--- config.mk ---
export PLATFORM = sky130hd
export DESIGN_NAME = decaying_dual_tone_chime_flat
export DESIGN_NICKNAME = d
export VERILOG_FILES = /design/src/hw/rtl/dtc_pkg.sv /design/src/hw/rtl/dtc_if.sv /design/src/hw/rtl/dtc_cfg.sv /design/src/hw/rtl/dtc_ctrl.sv /design/src/hw/rtl/dtc_dp.sv /design/src/hw/rtl/decaying_dual_tone_chime.sv /design/src/flat_wrapper.sv
export VERILOG_INCLUDE_DIRS = /design/src /design/src/hw/rtl
export SDC_FILE = /design/constraint.sdc
export NUM_CORES = 2
export LEC_CHECK = 0
export ABC_AREA = 0
export BUFFER_PORTS_ARGS = -buffer_cell sky130_fd_sc_hd__buf_2
export CAP_MARGIN = 20
export CORE_MARGIN = 3
export CORE_UTILIZATION = 66
export DETAILED_ROUTE_END_ITERATION = 8
export PLACE_DENSITY = 0.89
export SYNTH_ARGS = -nofsm -noshare
export SYNTH_HDL_FRONTEND = slang
export SYNTH_SLANG_ARGS = --single-unit
--- constraint.sdc ---
create_clock -name clk -period 10.8 [get_ports clk]
set_clock_uncertainty 0.05 [all_clocks]
set_input_delay 1.62 -clock clk [delete_from_list [all_inputs] [get_ports clk]]
set_output_delay 1.62 -clock clk [all_outputs]
set_load 0.05 [all_outputs]
--- src/hw/rtl/decaying_dual_tone_chime_defines.svh ---
// ============================================================================
// decaying_dual_tone_chime_defines.svh
// Assertion macros shared by the chime generator RTL.
// ============================================================================
`ifndef DECAYING_DUAL_TONE_CHIME_DEFINES_SVH
`define DECAYING_DUAL_TONE_CHIME_DEFINES_SVH

// Checks that the consequent holds in the same cycle as the antecedent.
`define DTC_ASSERT_SAME(label, ante, cons, msg) \
  label: assert property (@(posedge clk) disable iff (rst) (ante) |-> (cons)) \
    else $error(msg);

// Checks that the consequent holds in the cycle after the antecedent.
`define DTC_ASSERT_NEXT(label, ante, cons, msg) \
  label: assert property (@(posedge clk) disable iff (rst) (ante) |=> (cons)) \
    else $error(msg);

`endif

--- src/hw/rtl/dtc_pkg.sv ---
// ============================================================================
// dtc_pkg
// Shared types and constants of the decaying dual-tone chime generator.
// ============================================================================
package dtc_pkg;

  // Configuration port geometry.
  localparam int CFG_INDEX_BITS = 3;
  localparam int CFG_DATA_BITS  = 32;

  // Register indexes.
  localparam logic [CFG_INDEX_BITS-1:0] REG_TONE_ONE_STEP = 3'd0;
  localparam logic [CFG_INDEX_BITS-1:0] REG_TONE_TWO_STEP = 3'd1;
  localparam logic [CFG_INDEX_BITS-1:0] REG_DECAY_FACTOR  = 3'd2;
  localparam logic [CFG_INDEX_BITS-1:0] REG_OUTPUT_GAIN   = 3'd3;
  localparam logic [CFG_INDEX_BITS-1:0] REG_CLIP_LEVEL    = 3'd4;
  localparam logic [CFG_INDEX_BITS-1:0] REG_CHIME_LENGTH  = 3'd5;

  // Register reset values.
  localparam logic [31:0] RST_TONE_ONE_STEP = 32'd171409139;
  localparam logic [31:0] RST_TONE_TWO_STEP = 32'd215961693;
  localparam logic [23:0] RST_DECAY_FACTOR  = 24'd16772271;
  localparam logic [15:0] RST_OUTPUT_GAIN   = 16'd20972;
  localparam logic [14:0] RST_CLIP_LEVEL    = 15'd32111;
  localparam logic [15:0] RST_CHIME_LENGTH  = 16'd6615;

  // Configuration register file contents.
  typedef struct packed {
    logic [31:0] tone_one_step;
    logic [31:0] tone_two_step;
    logic [23:0] decay_factor;
    logic [15:0] output_gain;
    logic [14:0] clip_level;
    logic [15:0] chime_length;
  } cfg_t;

  // Datapath arithmetic widths and constants.
  localparam int WORK_BITS  = 17;   // x, x squared, polynomial terms, magnitudes
  localparam int SUM_BITS   = 19;   // signed sum of the two tones
  localparam int MULB_BITS  = 24;   // second multiplier operand
  localparam int SINE_SHIFT = 16;
  localparam int GAIN_SHIFT = 17;
  localparam int DECAY_SHIFT = 24;
  localparam logic [WORK_BITS-1:0] SIN_C3   = 17'd4926;
  localparam logic [WORK_BITS-1:0] SIN_C2   = 17'd42334;
  localparam logic [WORK_BITS-1:0] SIN_C1   = 17'd102944;
  localparam logic [WORK_BITS-1:0] SIN_FULL = 17'd32767;

  // Datapath operation codes, one per multiplication.
  localparam int OP_BITS = 4;
  localparam logic [OP_BITS-1:0] OP_X2_A    = 4'd0;
  localparam logic [OP_BITS-1:0] OP_T1_A    = 4'd1;
  localparam logic [OP_BITS-1:0] OP_T2_A    = 4'd2;
  localparam logic [OP_BITS-1:0] OP_Y_A     = 4'd3;
  localparam logic [OP_BITS-1:0] OP_MAG_A   = 4'd4;
  localparam logic [OP_BITS-1:0] OP_X2_B    = 4'd5;
  localparam logic [OP_BITS-1:0] OP_T1_B    = 4'd6;
  localparam logic [OP_BITS-1:0] OP_T2_B    = 4'd7;
  localparam logic [OP_BITS-1:0] OP_Y_B     = 4'd8;
  localparam logic [OP_BITS-1:0] OP_MAG_B   = 4'd9;
  localparam logic [OP_BITS-1:0] OP_ENV     = 4'd10;
  localparam logic [OP_BITS-1:0] OP_GAIN    = 4'd11;
  localparam logic [OP_BITS-1:0] OP_DECAY   = 4'd12;

  // Commands from the controller to the datapath.
  typedef struct packed {
    logic               take;      // tick word accepted, apply start request
    logic               mul;       // register the product of the selected operands
    logic               wb;        // write the registered product back
    logic [OP_BITS-1:0] op;        // operation being worked on
    logic               load_out;  // load the output word and advance the chime
  } cmd_t;

  // Status from the datapath to the controller.
  typedef struct packed {
    logic playing;
  } status_t;

endpackage

--- src/hw/rtl/dtc_if.sv ---
// ============================================================================
// dtc_if
// Valid/ready channel interfaces of the chime generator.
// ============================================================================

// Sample tick channel.
interface dtc_tick_if;
  logic valid;
  logic ready;
  logic start_req;
  modport source (output valid, output start_req, input ready);
  modport sink (input valid, input start_req, output ready);
endinterface

// Audio sample channel.
interface dtc_audio_if;
  logic              valid;
  logic              ready;
  logic signed [15:0] sample;
  logic              last;
  logic              active;
  modport source (output valid, output sample, output last, output active, input ready);
  modport sink (input valid, input sample, input last, input active, output ready);
endinterface

// Configuration write channel.
interface dtc_cfg_if;
  logic                                valid;
  logic                                ready;
  logic [dtc_pkg::CFG_INDEX_BITS-1:0] index;
  logic [dtc_pkg::CFG_DATA_BITS-1:0]  data;
  modport source (output valid, output index, output data, input ready);
  modport sink (input valid, input index, input data, output ready);
endinterface

--- src/hw/rtl/dtc_cfg.sv ---
// ============================================================================
// dtc_cfg
// Configuration register file, written one register per word.
// ============================================================================
module dtc_cfg (
  input  logic                                clk,
  input  logic                                rst,
  input  logic                                wr_valid,
  output logic                                wr_ready,
  input  logic [dtc_pkg::CFG_INDEX_BITS-1:0] wr_index,
  input  logic [dtc_pkg::CFG_DATA_BITS-1:0]  wr_data,
  output dtc_pkg::cfg_t                       regs
);

  // Writes are always taken.
  assign wr_ready = 1'b1;

  // Register writes; unknown indexes are dropped.
  always_ff @(posedge clk) begin
    if (rst) begin
      regs.tone_one_step <= dtc_pkg::RST_TONE_ONE_STEP;
      regs.tone_two_step <= dtc_pkg::RST_TONE_TWO_STEP;
      regs.decay_factor  <= dtc_pkg::RST_DECAY_FACTOR;
      regs.output_gain   <= dtc_pkg::RST_OUTPUT_GAIN;
      regs.clip_level    <= dtc_pkg::RST_CLIP_LEVEL;
      regs.chime_length  <= dtc_pkg::RST_CHIME_LENGTH;
    end else if (wr_valid) begin
      case (wr_index)
        dtc_pkg::REG_TONE_ONE_STEP: regs.tone_one_step <= wr_data;
        dtc_pkg::REG_TONE_TWO_STEP: regs.tone_two_step <= wr_data;
        dtc_pkg::REG_DECAY_FACTOR:  regs.decay_factor  <= wr_data[23:0];
        dtc_pkg::REG_OUTPUT_GAIN:   regs.output_gain   <= wr_data[15:0];
        dtc_pkg::REG_CLIP_LEVEL:    regs.clip_level    <= wr_data[14:0];
        dtc_pkg::REG_CHIME_LENGTH:  regs.chime_length  <= wr_data[15:0];
        default: ;
      endcase
    end
  end

endmodule

--- src/hw/rtl/dtc_ctrl.sv ---
// ============================================================================
// dtc_ctrl
// Sequencer of the chime generator: walks the shared multiplier through
// the thirteen products of one sample and owns both handshakes.
// ============================================================================
module dtc_ctrl (
  input  logic             clk,
  input  logic             rst,
  input  logic             tick_valid,
  output logic             tick_ready,
  output logic             out_valid,
  input  logic             out_ready,
  input  dtc_pkg::status_t status,
  output dtc_pkg::cmd_t    cmd
);

  localparam logic [2:0] S_IDLE  = 3'd0;
  localparam logic [2:0] S_CHECK = 3'd1;
  localparam logic [2:0] S_MUL   = 3'd2;
  localparam logic [2:0] S_WB    = 3'd3;
  localparam logic [2:0] S_OUT   = 3'd4;

  logic [2:0]                  state;
  logic [2:0]                  state_next;
  logic [dtc_pkg::OP_BITS-1:0] op;
  logic [dtc_pkg::OP_BITS-1:0] op_next;
  logic                        out_free;

  assign tick_ready = (state == S_IDLE);
  assign out_free   = !out_valid || out_ready;

  // Next state and command decode.
  always_comb begin
    state_next   = state;
    op_next      = op;
    cmd.take     = 1'b0;
    cmd.mul      = 1'b0;
    cmd.wb       = 1'b0;
    cmd.op       = op;
    cmd.load_out = 1'b0;
    case (state)
      S_IDLE: begin
        if (tick_valid) begin
          cmd.take   = 1'b1;
          state_next = S_CHECK;
        end
      end
      S_CHECK: begin
        op_next = dtc_pkg::OP_X2_A;
        if (status.playing) begin
          state_next = S_MUL;
        end else begin
          state_next = S_OUT;
        end
      end
      S_MUL: begin
        cmd.mul    = 1'b1;
        state_next = S_WB;
      end
      S_WB: begin
        cmd.wb = 1'b1;
        if (op == dtc_pkg::OP_DECAY) begin
          state_next = S_OUT;
        end else begin
          op_next    = op + 1'b1;
          state_next = S_MUL;
        end
      end
      S_OUT: begin
        if (out_free) begin
          cmd.load_out = 1'b1;
          state_next   = S_IDLE;
        end
      end
      default: state_next = S_IDLE;
    endcase
  end

  // State, operation counter and output word flag.
  always_ff @(posedge clk) begin
    if (rst) begin
      state     <= S_IDLE;
      op        <= dtc_pkg::OP_X2_A;
      out_valid <= 1'b0;
    end else begin
      state <= state_next;
      op    <= op_next;
      if (cmd.load_out) begin
        out_valid <= 1'b1;
      end else if (out_ready) begin
        out_valid <= 1'b0;
      end
    end
  end

endmodule

--- src/hw/rtl/dtc_dp.sv ---
// ============================================================================
// dtc_dp
// Datapath of the chime generator: phase accumulators, envelope, sample
// counter, one shared multiplier and the output word register.
// ============================================================================
module dtc_dp #(
  parameter int PHASE_BITS      = 32,
  parameter int SINE_TABLE_BITS = 10,
  parameter int ENV_FRAC_BITS   = 24
) (
  input  logic               clk,
  input  logic               rst,
  input  dtc_pkg::cmd_t      cmd,
  output dtc_pkg::status_t   status,
  input  logic               start_req,
  input  dtc_pkg::cfg_t      regs,
  output logic signed [15:0] sample,
  output logic               last,
  output logic               active
);

  localparam int WB  = dtc_pkg::WORK_BITS;
  localparam int SB  = dtc_pkg::SUM_BITS;
  localparam int QW  = SINE_TABLE_BITS - 2;
  localparam int AW  = ENV_FRAC_BITS + 1;
  localparam int BW  = dtc_pkg::MULB_BITS;
  localparam int PW  = AW + BW;
  localparam logic [AW-1:0] ENV_ONE = AW'(1) << ENV_FRAC_BITS;
  localparam logic [QW:0]   QUARTER = (QW + 1)'(1) << QW;

  // Chime state.
  logic [PHASE_BITS-1:0] phase_one;
  logic [PHASE_BITS-1:0] phase_two;
  logic [AW-1:0]         envelope;
  logic [15:0]           sample_index;
  logic                  playing;

  // Working registers.
  logic [PW-1:0]        prod;
  logic [WB-1:0]        wx2;
  logic [WB-1:0]        wt;
  logic [WB-1:0]        wm;
  logic signed [SB-1:0] sum;

  logic                  tone_b;
  logic [PHASE_BITS-1:0] phase_cur;
  logic [SINE_TABLE_BITS-1:0] idx;
  logic [QW:0]           q_mirror;
  logic [WB-1:0]         x;
  logic                  neg;
  logic [WB-1:0]         mag;
  logic signed [SB-1:0]  mag_signed;
  logic [SB-1:0]         abs_sum;
  logic [AW-1:0]         mul_a;
  logic [BW-1:0]         mul_b;
  logic [14:0]           clamped;
  logic [15:0]           mag16;
  logic                  last_now;

  assign status.playing = playing;

  // Sine argument of the tone being worked on: quadrant fold and scale to Q16.
  assign tone_b    = (cmd.op >= dtc_pkg::OP_X2_B) && (cmd.op <= dtc_pkg::OP_MAG_B);
  assign phase_cur = tone_b ? phase_two : phase_one;
  assign idx       = phase_cur[PHASE_BITS-1 -: SINE_TABLE_BITS];
  assign q_mirror  = idx[QW] ? (QUARTER - {1'b0, idx[QW-1:0]}) : {1'b0, idx[QW-1:0]};
  assign x         = {q_mirror, {(16 - QW){1'b0}}};
  assign neg       = idx[SINE_TABLE_BITS-1];

  // Tone magnitude from the registered product, signed by the quadrant.
  assign mag        = prod[dtc_pkg::SINE_SHIFT +: WB];
  assign mag_signed = neg ? -$signed({2'b00, mag}) : $signed({2'b00, mag});
  assign abs_sum    = sum[SB-1] ? SB'(-sum) : SB'(sum);

  // Operand selection for the shared multiplier.
  always_comb begin
    mul_a = '0;
    mul_b = '0;
    case (cmd.op)
      dtc_pkg::OP_X2_A, dtc_pkg::OP_X2_B: begin
        mul_a = AW'(x);
        mul_b = BW'(x);
      end
      dtc_pkg::OP_T1_A, dtc_pkg::OP_T1_B: begin
        mul_a = AW'(wx2);
        mul_b = BW'(dtc_pkg::SIN_C3);
      end
      dtc_pkg::OP_T2_A, dtc_pkg::OP_T2_B: begin
        mul_a = AW'(wx2);
        mul_b = BW'(wt);
      end
      dtc_pkg::OP_Y_A, dtc_pkg::OP_Y_B: begin
        mul_a = AW'(x);
        mul_b = BW'(wt);
      end
      dtc_pkg::OP_MAG_A, dtc_pkg::OP_MAG_B: begin
        mul_a = AW'(wt);
        mul_b = BW'(dtc_pkg::SIN_FULL);
      end
      dtc_pkg::OP_ENV: begin
        mul_a = envelope;
        mul_b = BW'(abs_sum[WB-1:0]);
      end
      dtc_pkg::OP_GAIN: begin
        mul_a = AW'(wm);
        mul_b = BW'(regs.output_gain);
      end
      dtc_pkg::OP_DECAY: begin
        mul_a = envelope;
        mul_b = regs.decay_factor;
      end
      default: ;
    endcase
  end

  // Product register and write-back into the working registers.
  always_ff @(posedge clk) begin
    if (cmd.mul) begin
      prod <= mul_a * mul_b;
    end
    if (cmd.wb) begin
      case (cmd.op)
        dtc_pkg::OP_X2_A, dtc_pkg::OP_X2_B: wx2 <= prod[dtc_pkg::SINE_SHIFT +: WB];
        dtc_pkg::OP_T1_A, dtc_pkg::OP_T1_B: wt <= dtc_pkg::SIN_C2 - prod[dtc_pkg::SINE_SHIFT +: WB];
        dtc_pkg::OP_T2_A, dtc_pkg::OP_T2_B: wt <= dtc_pkg::SIN_C1 - prod[dtc_pkg::SINE_SHIFT +: WB];
        dtc_pkg::OP_Y_A, dtc_pkg::OP_Y_B:   wt <= prod[dtc_pkg::SINE_SHIFT +: WB];
        dtc_pkg::OP_MAG_A:                  sum <= mag_signed;
        dtc_pkg::OP_MAG_B:                  sum <= sum + mag_signed;
        dtc_pkg::OP_ENV:                    wm <= prod[ENV_FRAC_BITS +: WB];
        dtc_pkg::OP_GAIN:                   wm <= prod[dtc_pkg::GAIN_SHIFT +: WB];
        default: ;
      endcase
    end
  end

  // Clamp to the clip level and restore the sign of the tone sum.
  assign clamped  = (wm > WB'(regs.clip_level)) ? regs.clip_level : wm[14:0];
  assign mag16    = {1'b0, clamped};
  assign last_now = ({1'b0, sample_index} + 17'd1) >= {1'b0, regs.chime_length};

  // Output word register.
  always_ff @(posedge clk) begin
    if (cmd.load_out) begin
      if (playing) begin
        sample <= sum[SB-1] ? $signed(~mag16 + 16'd1) : $signed(mag16);
      end else begin
        sample <= '0;
      end
      last   <= playing && last_now;
      active <= playing;
    end
  end

  // Chime state: restart on a start request, advance after each played sample.
  always_ff @(posedge clk) begin
    if (rst) begin
      phase_one    <= '0;
      phase_two    <= '0;
      envelope     <= ENV_ONE;
      sample_index <= '0;
      playing      <= 1'b0;
    end else begin
      if (cmd.take && start_req) begin
        phase_one    <= '0;
        phase_two    <= '0;
        envelope     <= ENV_ONE;
        sample_index <= '0;
        playing      <= 1'b1;
      end
      if (cmd.wb && (cmd.op == dtc_pkg::OP_DECAY)) begin
        envelope <= prod[dtc_pkg::DECAY_SHIFT +: AW];
      end
      if (cmd.load_out && playing) begin
        phase_one    <= phase_one + regs.tone_one_step[PHASE_BITS-1:0];
        phase_two    <= phase_two + regs.tone_two_step[PHASE_BITS-1:0];
        sample_index <= sample_index + 16'd1;
        if (last_now) begin
          playing <= 1'b0;
        end
      end
    end
  end

endmodule

--- src/hw/rtl/decaying_dual_tone_chime.sv ---
// ============================================================================
// decaying_dual_tone_chime
// Dual-tone chime generator with exponential decay, one PCM word per tick.
// ============================================================================
//
//   Channel  Role    Word contents
//   -------  ------  ----------------------------------------------------
//   tick     sink    start_req: restart the chime, else plain sample tick
//   audio    source  sample (signed 16 bit), last, active
//   cfg      sink    index (3 bit register number), data (32 bit value)
//
// A playing tick goes from acceptance to a loaded output word in one accept
// step, one check, 13 products of a multiply and a write-back step each on
// the single shared multiplier, and one output load. A silent tick skips them.
// Synchronous reset returns the registers to their defaults and idles the chime.
// The output register holds a word until taken; the next tick is accepted
// meanwhile and its word waits in the controller until the register frees.
//
module decaying_dual_tone_chime #(
  parameter int PHASE_BITS      = 32,
  parameter int SINE_TABLE_BITS = 10,
  parameter int ENV_FRAC_BITS   = 24
) (
  input logic         clk,
  input logic         rst,
  dtc_tick_if.sink    tick,
  dtc_audio_if.source audio,
  dtc_cfg_if.sink     cfg
);

  `include "decaying_dual_tone_chime_defines.svh"

  dtc_pkg::cfg_t    regs;
  dtc_pkg::cmd_t    cmd;
  dtc_pkg::status_t status;

  // Configuration registers.
  dtc_cfg u_cfg (
    .clk      (clk),
    .rst      (rst),
    .wr_valid (cfg.valid),
    .wr_ready (cfg.ready),
    .wr_index (cfg.index),
    .wr_data  (cfg.data),
    .regs     (regs)
  );

  // Sequencer.
  dtc_ctrl u_ctrl (
    .clk        (clk),
    .rst        (rst),
    .tick_valid (tick.valid),
    .tick_ready (tick.ready),
    .out_valid  (audio.valid),
    .out_ready  (audio.ready),
    .status     (status),
    .cmd        (cmd)
  );

  // Arithmetic and chime state.
  dtc_dp #(
    .PHASE_BITS      (PHASE_BITS),
    .SINE_TABLE_BITS (SINE_TABLE_BITS),
    .ENV_FRAC_BITS   (ENV_FRAC_BITS)
  ) u_dp (
    .clk       (clk),
    .rst       (rst),
    .cmd       (cmd),
    .status    (status),
    .start_req (tick.start_req),
    .regs      (regs),
    .sample    (audio.sample),
    .last      (audio.last),
    .active    (audio.active)
  );

  // A tick is worked on alone: no second word is taken in the next cycle.
  `DTC_ASSERT_NEXT(a_one_tick, tick.valid && tick.ready, !tick.ready, "tick taken twice")

  // A new word is never loaded over one that is still waiting.
  `DTC_ASSERT_SAME(a_no_overwrite, cmd.load_out, !audio.valid || audio.ready, "word overwritten")

  // A silent word carries no sample and no end flag.
  `DTC_ASSERT_SAME(a_silent, audio.valid && !audio.active, (audio.sample == 16'sd0) && !audio.last, "silent word not zero")

  // A played sample stays within the clip level.
  `DTC_ASSERT_SAME(a_clip, audio.valid && audio.active, ($signed(audio.sample) <= $signed({1'b0, regs.clip_level})) && ($signed(audio.sample) >= -$signed({1'b0, regs.clip_level})), "sample beyond clip level")

endmodule
--- src/flat_wrapper.sv ---
// flat-port wrapper written by rule: the top's interface ports become plain ports
module decaying_dual_tone_chime_flat 
#(
  parameter int PHASE_BITS      = 32,
  parameter int SINE_TABLE_BITS = 10,
  parameter int ENV_FRAC_BITS   = 24
)
  (clk, rst, tick_valid, tick_start_req, tick_ready, audio_valid, audio_sample, audio_last, audio_active, audio_ready, cfg_valid, cfg_index, cfg_data, cfg_ready);
  dtc_tick_if tick_i ();
  dtc_audio_if audio_i ();
  dtc_cfg_if cfg_i ();
  input logic clk;
  input logic rst;
  input wire logic [$bits(tick_i.valid)-1:0] tick_valid;
  input wire logic [$bits(tick_i.start_req)-1:0] tick_start_req;
  output wire logic [$bits(tick_i.ready)-1:0] tick_ready;
  output wire logic [$bits(audio_i.valid)-1:0] audio_valid;
  output wire logic [$bits(audio_i.sample)-1:0] audio_sample;
  output wire logic [$bits(audio_i.last)-1:0] audio_last;
  output wire logic [$bits(audio_i.active)-1:0] audio_active;
  input wire logic [$bits(audio_i.ready)-1:0] audio_ready;
  input wire logic [$bits(cfg_i.valid)-1:0] cfg_valid;
  input wire logic [$bits(cfg_i.index)-1:0] cfg_index;
  input wire logic [$bits(cfg_i.data)-1:0] cfg_data;
  output wire logic [$bits(cfg_i.ready)-1:0] cfg_ready;
  assign tick_i.valid = tick_valid;
  assign tick_i.start_req = tick_start_req;
  assign tick_ready = tick_i.ready;
  assign audio_valid = audio_i.valid;
  assign audio_sample = audio_i.sample;
  assign audio_last = audio_i.last;
  assign audio_active = audio_i.active;
  assign audio_i.ready = audio_ready;
  assign cfg_i.valid = cfg_valid;
  assign cfg_i.index = cfg_index;
  assign cfg_i.data = cfg_data;
  assign cfg_ready = cfg_i.ready;
  decaying_dual_tone_chime #(.PHASE_BITS(PHASE_BITS), .SINE_TABLE_BITS(SINE_TABLE_BITS), .ENV_FRAC_BITS(ENV_FRAC_BITS)) u_core (.clk(clk), .rst(rst), .tick(tick_i), .audio(audio_i), .cfg(cfg_i));
endmodule
==> Yosys cells after proc, flatten, opt, wreduce, memory -nomap -nowiden <==
Cells that the tools add are included.
{ "totals": {"input_bits": 41, "word_cells": 140, "out_inout_bits": 21, "register_bits": 386} }
{ "classes": {"n_eq_ne": 24, "mux": 36, "reduce_logical": 39, "n_bitwise": 1, "order_cmp": 4, "n_mul": 1, "n_addsub": 12} }
{ "op_table": {"columns": ["operator", "n"], "rows": [
  ["case mux 24 bit (7 select lines)", 1],
  ["2-to-1 mux 32 bit", 4],
  ["case mux 25 bit (5 select lines)", 1],
  ["adder 32 bit", 2],
  ["case mux 17 bit (3 select lines)", 1],
  ["2-to-1 mux 25 bit", 2],
  ["multiplier 25 x 24 -> 49 bit", 1],
  ["case mux 19 bit (2 select lines)", 1],
  ["case mux 17 bit (2 select lines)", 1],
  ["adder 16 x 1 -> 16 bit, second input constant", 2],
  ["2-to-1 mux 16 bit", 2],
  ["2-to-1 mux 15 bit", 2],
  ["AND reduction 2 bit", 13],
  ["== test 4 bit, second input constant", 5],
  ["adder 19 bit", 1],
  ["2-to-1 mux 19 bit", 1],
  ["negator 17 -> 19 bit", 1],
  ["adder 16 x 1 -> 17 bit, second input constant", 1],
  ["greater-or-equal comparator 17 x 16 -> 1 bit", 1],
  ["greater-than comparator 17 x 15 -> 1 bit", 1],
  ["2-to-1 mux 17 bit", 1],
  ["negator 17 bit", 1],
  ["subtractor 16 x 17 -> 17 bit, first input constant", 1],
  ["subtractor 17 bit, first input constant", 1],
  ["27 further kinds", 69]
]} }

==> Longest topological paths before layout <==
{ "logic_depth": {"word_depth": 7, "mapped_depth": 39, "mapped_depth_nobuf": 36} }

==> Cells and area by module <==
Synthesis repeated with hierarchy kept, for this count alone.
{ "hier_totals": {"hier_cells": 4700, "hier_area_um2": 41036.9} }
{ "by_module_without_submodules": {"columns": ["mod", "seq_area_each_um2", "area_each_um2", "instances", "cells_per_inst"], "rows": [
  ["dtc_dp", 5755.5, 35325.1, 1, 4138],
  ["dtc_cfg", 2702.6, 5256.3, 1, 508],
  ["dtc_ctrl", 160.2, 455.4, 1, 54]
]} }

==> Worst setup path after synthesis <==
No wires, ideal clock.
{ "synth_timing": {"path_kind": "flip-flop to flip-flop", "start": "reg u_core.u_ctrl.op[0] (netlist bit)", "end": "reg u_core.u_dp.prod[48] (data pin)", "t_arrival_ns": 8.744, "required_ns": 10.490, "stages_incl_launch_ff": 38, "slack_ns": 1.746, "period_less_slack_ns": 9.054, "path_buffers": 4, "setup_ns": 0.260, "cell_sequence": "dfxtp_1 inv_1 ha_1 buf_2 a21oi_1 o2bb2ai_2 buf_4 mux2i_1 ha_1 nor2_1 xnor2_1 a221oi_1 o21a_1 buf_2 nor2_1 fa_1 inv_1 fa_1 (+2 left out) fa_1 fa_1 fa_1 inv_1 fa_1 inv_1 ha_1 clkbuf_1 a21o_1 or3_1 a211oi_1 nor2_1 o211ai_1 a21oi_1 a311oi_2 o21bai_1 a21oi_1 xnor2_1"} }
{ "synth_via": {"elab_chain_cells": 7, "word_cells_on_any_way": 29, "classes_between": "1 x add/sub; 1 x mul; 2 x order compare; 12 x eq/ne; 4 x mux; 9 x reduce/logical"} }
{ "synth_rtl": {"columns": ["element", "line_no", "source"], "rows": [
  ["from (decl)", "dtc_ctrl.sv:25", "logic [dtc_pkg::OP_BITS-1:0] op;"],
  ["from (signal assigned)", "dtc_ctrl.sv:83", "op <= dtc_pkg::OP_X2_A;"],
  ["from (signal assigned)", "dtc_ctrl.sv:87", "op <= op_next;"],
  ["greater-or-equal comparator 4 x 3 -> 1 bit or less-or-equal comparator 4 bit (tied branches)", "dtc_dp.sv:63", "assign tone_b = (cmd.op >= dtc_pkg::OP_X2_B) && (cmd.op <= dtc_pkg::OP_MAG_B);"],
  ["logical AND 1 bit", "dtc_dp.sv:63", null],
  ["2-to-1 mux 32 bit", "dtc_dp.sv:64", "assign phase_cur = tone_b ? phase_two : phase_one;"],
  ["subtractor 9 x 8 -> 9 bit", "dtc_dp.sv:66", "assign q_mirror = idx[QW] ? (QUARTER - {1'b0, idx[QW-1:0]}) : {1'b0, idx[QW-1:0]};"],
  ["2-to-1 mux 9 bit", "dtc_dp.sv:66", null],
  ["case mux 24 bit (7 select lines) or case mux 25 bit (5 select lines) (tied branches)", "dtc_dp.sv:79", "case (cmd.op)"],
  ["multiplier 25 x 24 -> 49 bit *", "dtc_dp.sv:119", "prod <= mul_a * mul_b;"],
  ["to (signal assigned)", "dtc_dp.sv:119", null],
  ["to (decl)", "dtc_dp.sv:39", "logic [PW-1:0] prod;"]
]} }
Every way passes the cells marked *; elsewhere a longest branch is shown, timed or not.
A chain may end at the register's enable or synchronous reset.

==> Final worst setup path <==
{ "layout_timing": {"start": "reg u_core.u_ctrl.op[0] (netlist bit)", "end": "reg u_core.u_dp.prod[44] (data pin)"} }
Same word-level chain as after synthesis.

==> metrics.md <==
| Metric | Value |
|---|---|
| Area of the die | between 0.06 and 0.07 sq mm |
| Reg2reg path depth | 32 |
| Flops & latches, synth | 370 |
| Synth Area per Inst | around 8.6 sq um |
| Final hold violations | 0 |
| Most numerous cell in the Yosys netlist | nand2_1 |
| CTS tree | done |
| Io pins | between 60 and 70 |
| Core Region | ~0.060 sq mm |
| CTS Buf Count | 39 |
| Worst R2R Start | u_core.u_ctrl.op[0]$_SDFFE_PP0P_ |
| Worst r2r dst | u_core.u_dp.prod[44]$_DFFE_PP_ |
| CTS clock-pin slew for the worst setup and hold paths | around 0.060 ns |
| EDFF count, synth | roughly 120 |
| Final Core Density | around 71% |
| Slew HR | between 20 and 25% |
| # fillers | 4380 |
| Xor and xnor area share after synthesis | 3.490% |
| Reg-to-reg slack, setup | roughly 0.15 ns |
| Die Span X | about 250 um |
| Multiplexer share of the synthesized area | under 10% |
| Worst hold slack | approximately 0.4 ns |
| Largest net degree at the start of global routing | ~100 |
| Initial antenna violation count | 2 |
| Wire length on met2 | 54070 um |
| Slew Limit Fails | 0 |
| FMAX | ~0.094 GHz |
| Yosys warns | 0 |
| PwrDens | roughly 77 mW/mm^2 |
| Drt total wl | ~120000 um |
| Final HPWL DP | roughly 90000 um |
| Setup crit start kind | flop |
| Sink of the worst hold path | u_core.u_cfg.regs[42]$_SDFFE_PP0P_ |
| GPL Wtd Cong | roughly 1.0 |
| Metal-1 WL | 42170 um |
| Met3 routed WL | between 10000 and 15000 um |
| Pre-antenna DRT Iters | 9 |
| Clock Tree Buf Depth | 3 |
| Worst-Margin Slew | roughly 1.2 ns |
| CP Capture Type | flop |
| CP Class | reg -> reg |
| Vias | 34760 |
| Initial core utilization | 66.81% |
| CP top delay family | adder cells |
| Switch Pwr | a little under 0.0009 W |
| Internal | approximately 0.0024 W |
| Synth Flop Type | dfxtp_1 |
| Nets@finish | between 5000 and 6000 |
| Seq pwr share | a little under half |
| Share of the synthesized area in the top cell type | 25.12% |
| Net switching share of the total power | 26.47% |
| Clock power share | 44.5% |
| Slowest CP cell | a221oi_2 |
| Multi-input gate area | 0.02837 sq mm |
| H-Tree Depth | 2 |
| Post-Synth Simple-Gate Area | 17.44% |
| Syn nets | around 5500 |
| Dpl cell area | just over 0.04 sq mm |
| Fin area | between 0.04 and 0.05 sq mm |
| Area delta synth->final | 6.655% |
| WHS Path Cells | 2 |
| Layout cells sized above 1 | under 10% |
| CP most frequent cell | fa_1 |
| Final cell count without fillers | approximately 5500 |
| Drt wl/cell | 21.80 um |
| Critical Path RT | ~11 ns |
| Commonest cells post-synth | nand2_1 (760), inv_1 (705), fa_1 (507) |
| Worst-skew pair later-pin latency | between 0.5 and 0.6 ns |
| Number of global-route vias before repair | about 35000 |
| Syn Inst Count | between 4000 and 5000 |
| Status | finished, final reports clean |
| Compound-cell area share of the yosys netlist | a little over an eighth |
| HP Start | u_core.u_cfg.regs[42]$_SDFFE_PP0P_ |
| Largest area contributor in the netlist | fa_1 |
| Gr ovfl total | 0 |
| DRC viols | 0 |
| Fraction of registers with async set/reset | 0% |
| CP max stage delay | 0.77 ns |
| Post-DRT Antenna Nets | 0 |
| Final min period | between 10 and 15 ns |
| Clock tree sinks | 370 |
| Combinational share of power | between 10% and 20% |
| Max-cap viol count | 0 |
| All-Layer GR Usage | a little under two fifths |
| Sequential share of the synthesized area | 21.33% |
| Placed Cells | about 5400 |
| CP Data Arrival Time | around 11 ns |
| Highest metal used | met4 |
| Final Setup Violations | 0 |
| Vias per inst | 6.348 |
| Largest family of logic cells by synthesized area | adder cells |
| Die Span Y | around 250 um |
| Port bufs | 60 |
| Root Buffer | clkbuf_16 |
| Mapped Area | around 0.040 sq mm |
| VDD IR max | around 0.11 mV |
| Critical path peak fanout | 13 |
| Min-Delay Path Class | reg -> reg |
| Count of different cell masters after synthesis | 90 |
| WP buf/inv | 5 |
| Rows | 90 |
| Fin crit share | slightly below 100% |
| Sequential cell area | 0.008618 sq mm |
| Post-Synth Adder-Cell Area | 34.48% |
| Synth top area cells | fa_1 (25%), dfxtp_1 (12%), ha_1 (9.4%) |
| DR iter-0 viols | ~4300 |
| First-pass GRT wire length | about 190000 um |
| LEAKAGE | 20.05 nW |
[how the worst max path moves through the flow]
stage	from	end	cells after the start
after floorplan	u_core.u_ctrl.op[0]$_SDFFE_PP0P_	u_core.u_dp.prod[48]$_DFFE_PP_	37
after global placement	u_core.u_ctrl.op[0]$_SDFFE_PP0P_	u_core.u_dp.prod[44]$_DFFE_PP_	32
after detailed placement	u_core.u_ctrl.op[0]$_SDFFE_PP0P_	u_core.u_dp.prod[44]$_DFFE_PP_	32
after CTS	u_core.u_ctrl.op[0]$_SDFFE_PP0P_	u_core.u_dp.prod[44]$_DFFE_PP_	32
after global routing	u_core.u_ctrl.op[0]$_SDFFE_PP0P_	u_core.u_dp.prod[44]$_DFFE_PP_	32
final	u_core.u_ctrl.op[0]$_SDFFE_PP0P_	u_core.u_dp.prod[44]$_DFFE_PP_	32
[final cells by class]
cell class / instances / share of cell area (%)
Antenna cell: 1 / 0.005807
Clock buffer: 48 / 2.486
Clock inverter: 24 / 0.7462
Inverter: 705 / 6.141
Multi-Input combinational cell: 3392 / 65.83
Sequential cell: 370 / 20.00
Tap cell: 782 / 2.271
Timing Repair Buffer: 154 / 2.517
[placed cells by master, fill, tap and decap left out, types with 10 or more instances in the layout]
cell type / count
nand2_1: 759
inv_1: 705
fa_1: 507
nor2_1: 363
ha_1: 302
a21oi_1: 260
dfxtp_1: 249
edfxtp_1: 121
o21ai_0: 111
buf_4: 88
xnor2_1: 85
nand3_1: 84
xor2_1: 76
a21o_1: 75
and3_1: 62
buf_2: 59
a211o_1: 52
nand3b_1: 50
nor2b_1: 46
and2_1: 43
nor3_1: 41
clkbuf_16: 40
a22oi_1: 39
nand4_1: 34
mux2i_1: 33
nand2b_1: 26
o31ai_1: 24
a221o_1: 24
o21a_1: 20
o21bai_1: 20
a31oi_1: 19
or3_1: 17
a211oi_1: 17
o211ai_1: 13
nor4_1: 12
a221oi_1: 11
or2_2: 10
[routing by layer]
| metal | global-route usage (%) | vias to the layer above |
|---|---|---|
| met5 | 0 | - |
| met3 | 9.182 | 598 |
| li1 | - | 15240 |
| met4 | 21.67 | 0 |
| met2 | 59.12 | 2198 |
| met1 | 46.54 | 16730 |
[repair_timing]
item | 4_1_cts | 5_1_grt
endpoints found under the setup margin | 0 | 14
endpoints found under the hold margin | 0 | 0
resized for setup | 0 | 14
buffers inserted | 0 | 3
hold buffers | 0 | 0
[worst register-to-register path, delay by kind of cell (launching register included)]
| family | cells | cell delay, ns |
|---|---|---|
| adder cells (fa/ha/maj) | 10 | 4.70 |
| AO/OA/AOI/OAI | 10 | 3.44 |
| AND/OR/NAND/NOR | 4 | 0.65 |
| flip-flops | 1 | 0.45 |
| multiplexers | 1 | 0.40 |
| XOR/XNOR | 2 | 0.40 |
| buffers and inverters | 5 | 0.34 |
[sequential cells by signal, summed over array words and instances, names as in the netlist, 17 cells and up]
register / cells
u_core.u_dp.prod: 33
u_core.u_dp.phase_one: 32
u_core.u_dp.wt: 17
u_core.u_dp.wx2: 17
u_core.u_dp.phase_two: 32
u_core.u_dp.wm: 17
u_core.u_dp.sum: 19
u_core.u_cfg.regs: 135
u_core.u_dp.envelope: 25
[power by group through the flow]
| stage | logic (W) | clock network [W] | registers, W |
|---|---|---|---|
| floorplan | 0.000222 | 0 | 0.00153 |
| detailed placement | 0.000321 | 0 | 0.00154 |
| global route | 0.000363 | 0.00154 | 0.00151 |
| CTS | 0.000324 | 0.00148 | 0.00151 |
| finish | 0.000338 | 0.00148 | 0.00151 |
| global placement | 0.000312 | 0 | 0.00154 |
[cells by family after synthesis]
| group | count (synthesis) |
|---|---|
| flip-flops | 370 |
| buffers and inverters | 935 |
| AND/OR/NAND/NOR | 1583 |
| other | 1 |
| adder cells (fa/ha/maj) | 809 |
| AO/OA/AOI/OAI | 794 |
| multiplexers | 44 |
| XOR/XNOR | 161 |
[stage by stage]
stage / total power [W] / setup TNS, ns / worst slack (ns)
floorplan: 0.001751 / 0 / 1.746
CTS: 0.003313 / 0 / 0.01549
global route: 0.003409 / -0.05069 / -0.04228
global placement: 0.001848 / 0 / 0.4432
detailed placement: 0.001858 / 0 / 0.1165
finish: 0.003328 / 0 / 0.1530
Note: power is estimated with default switching activity, not from simulation.
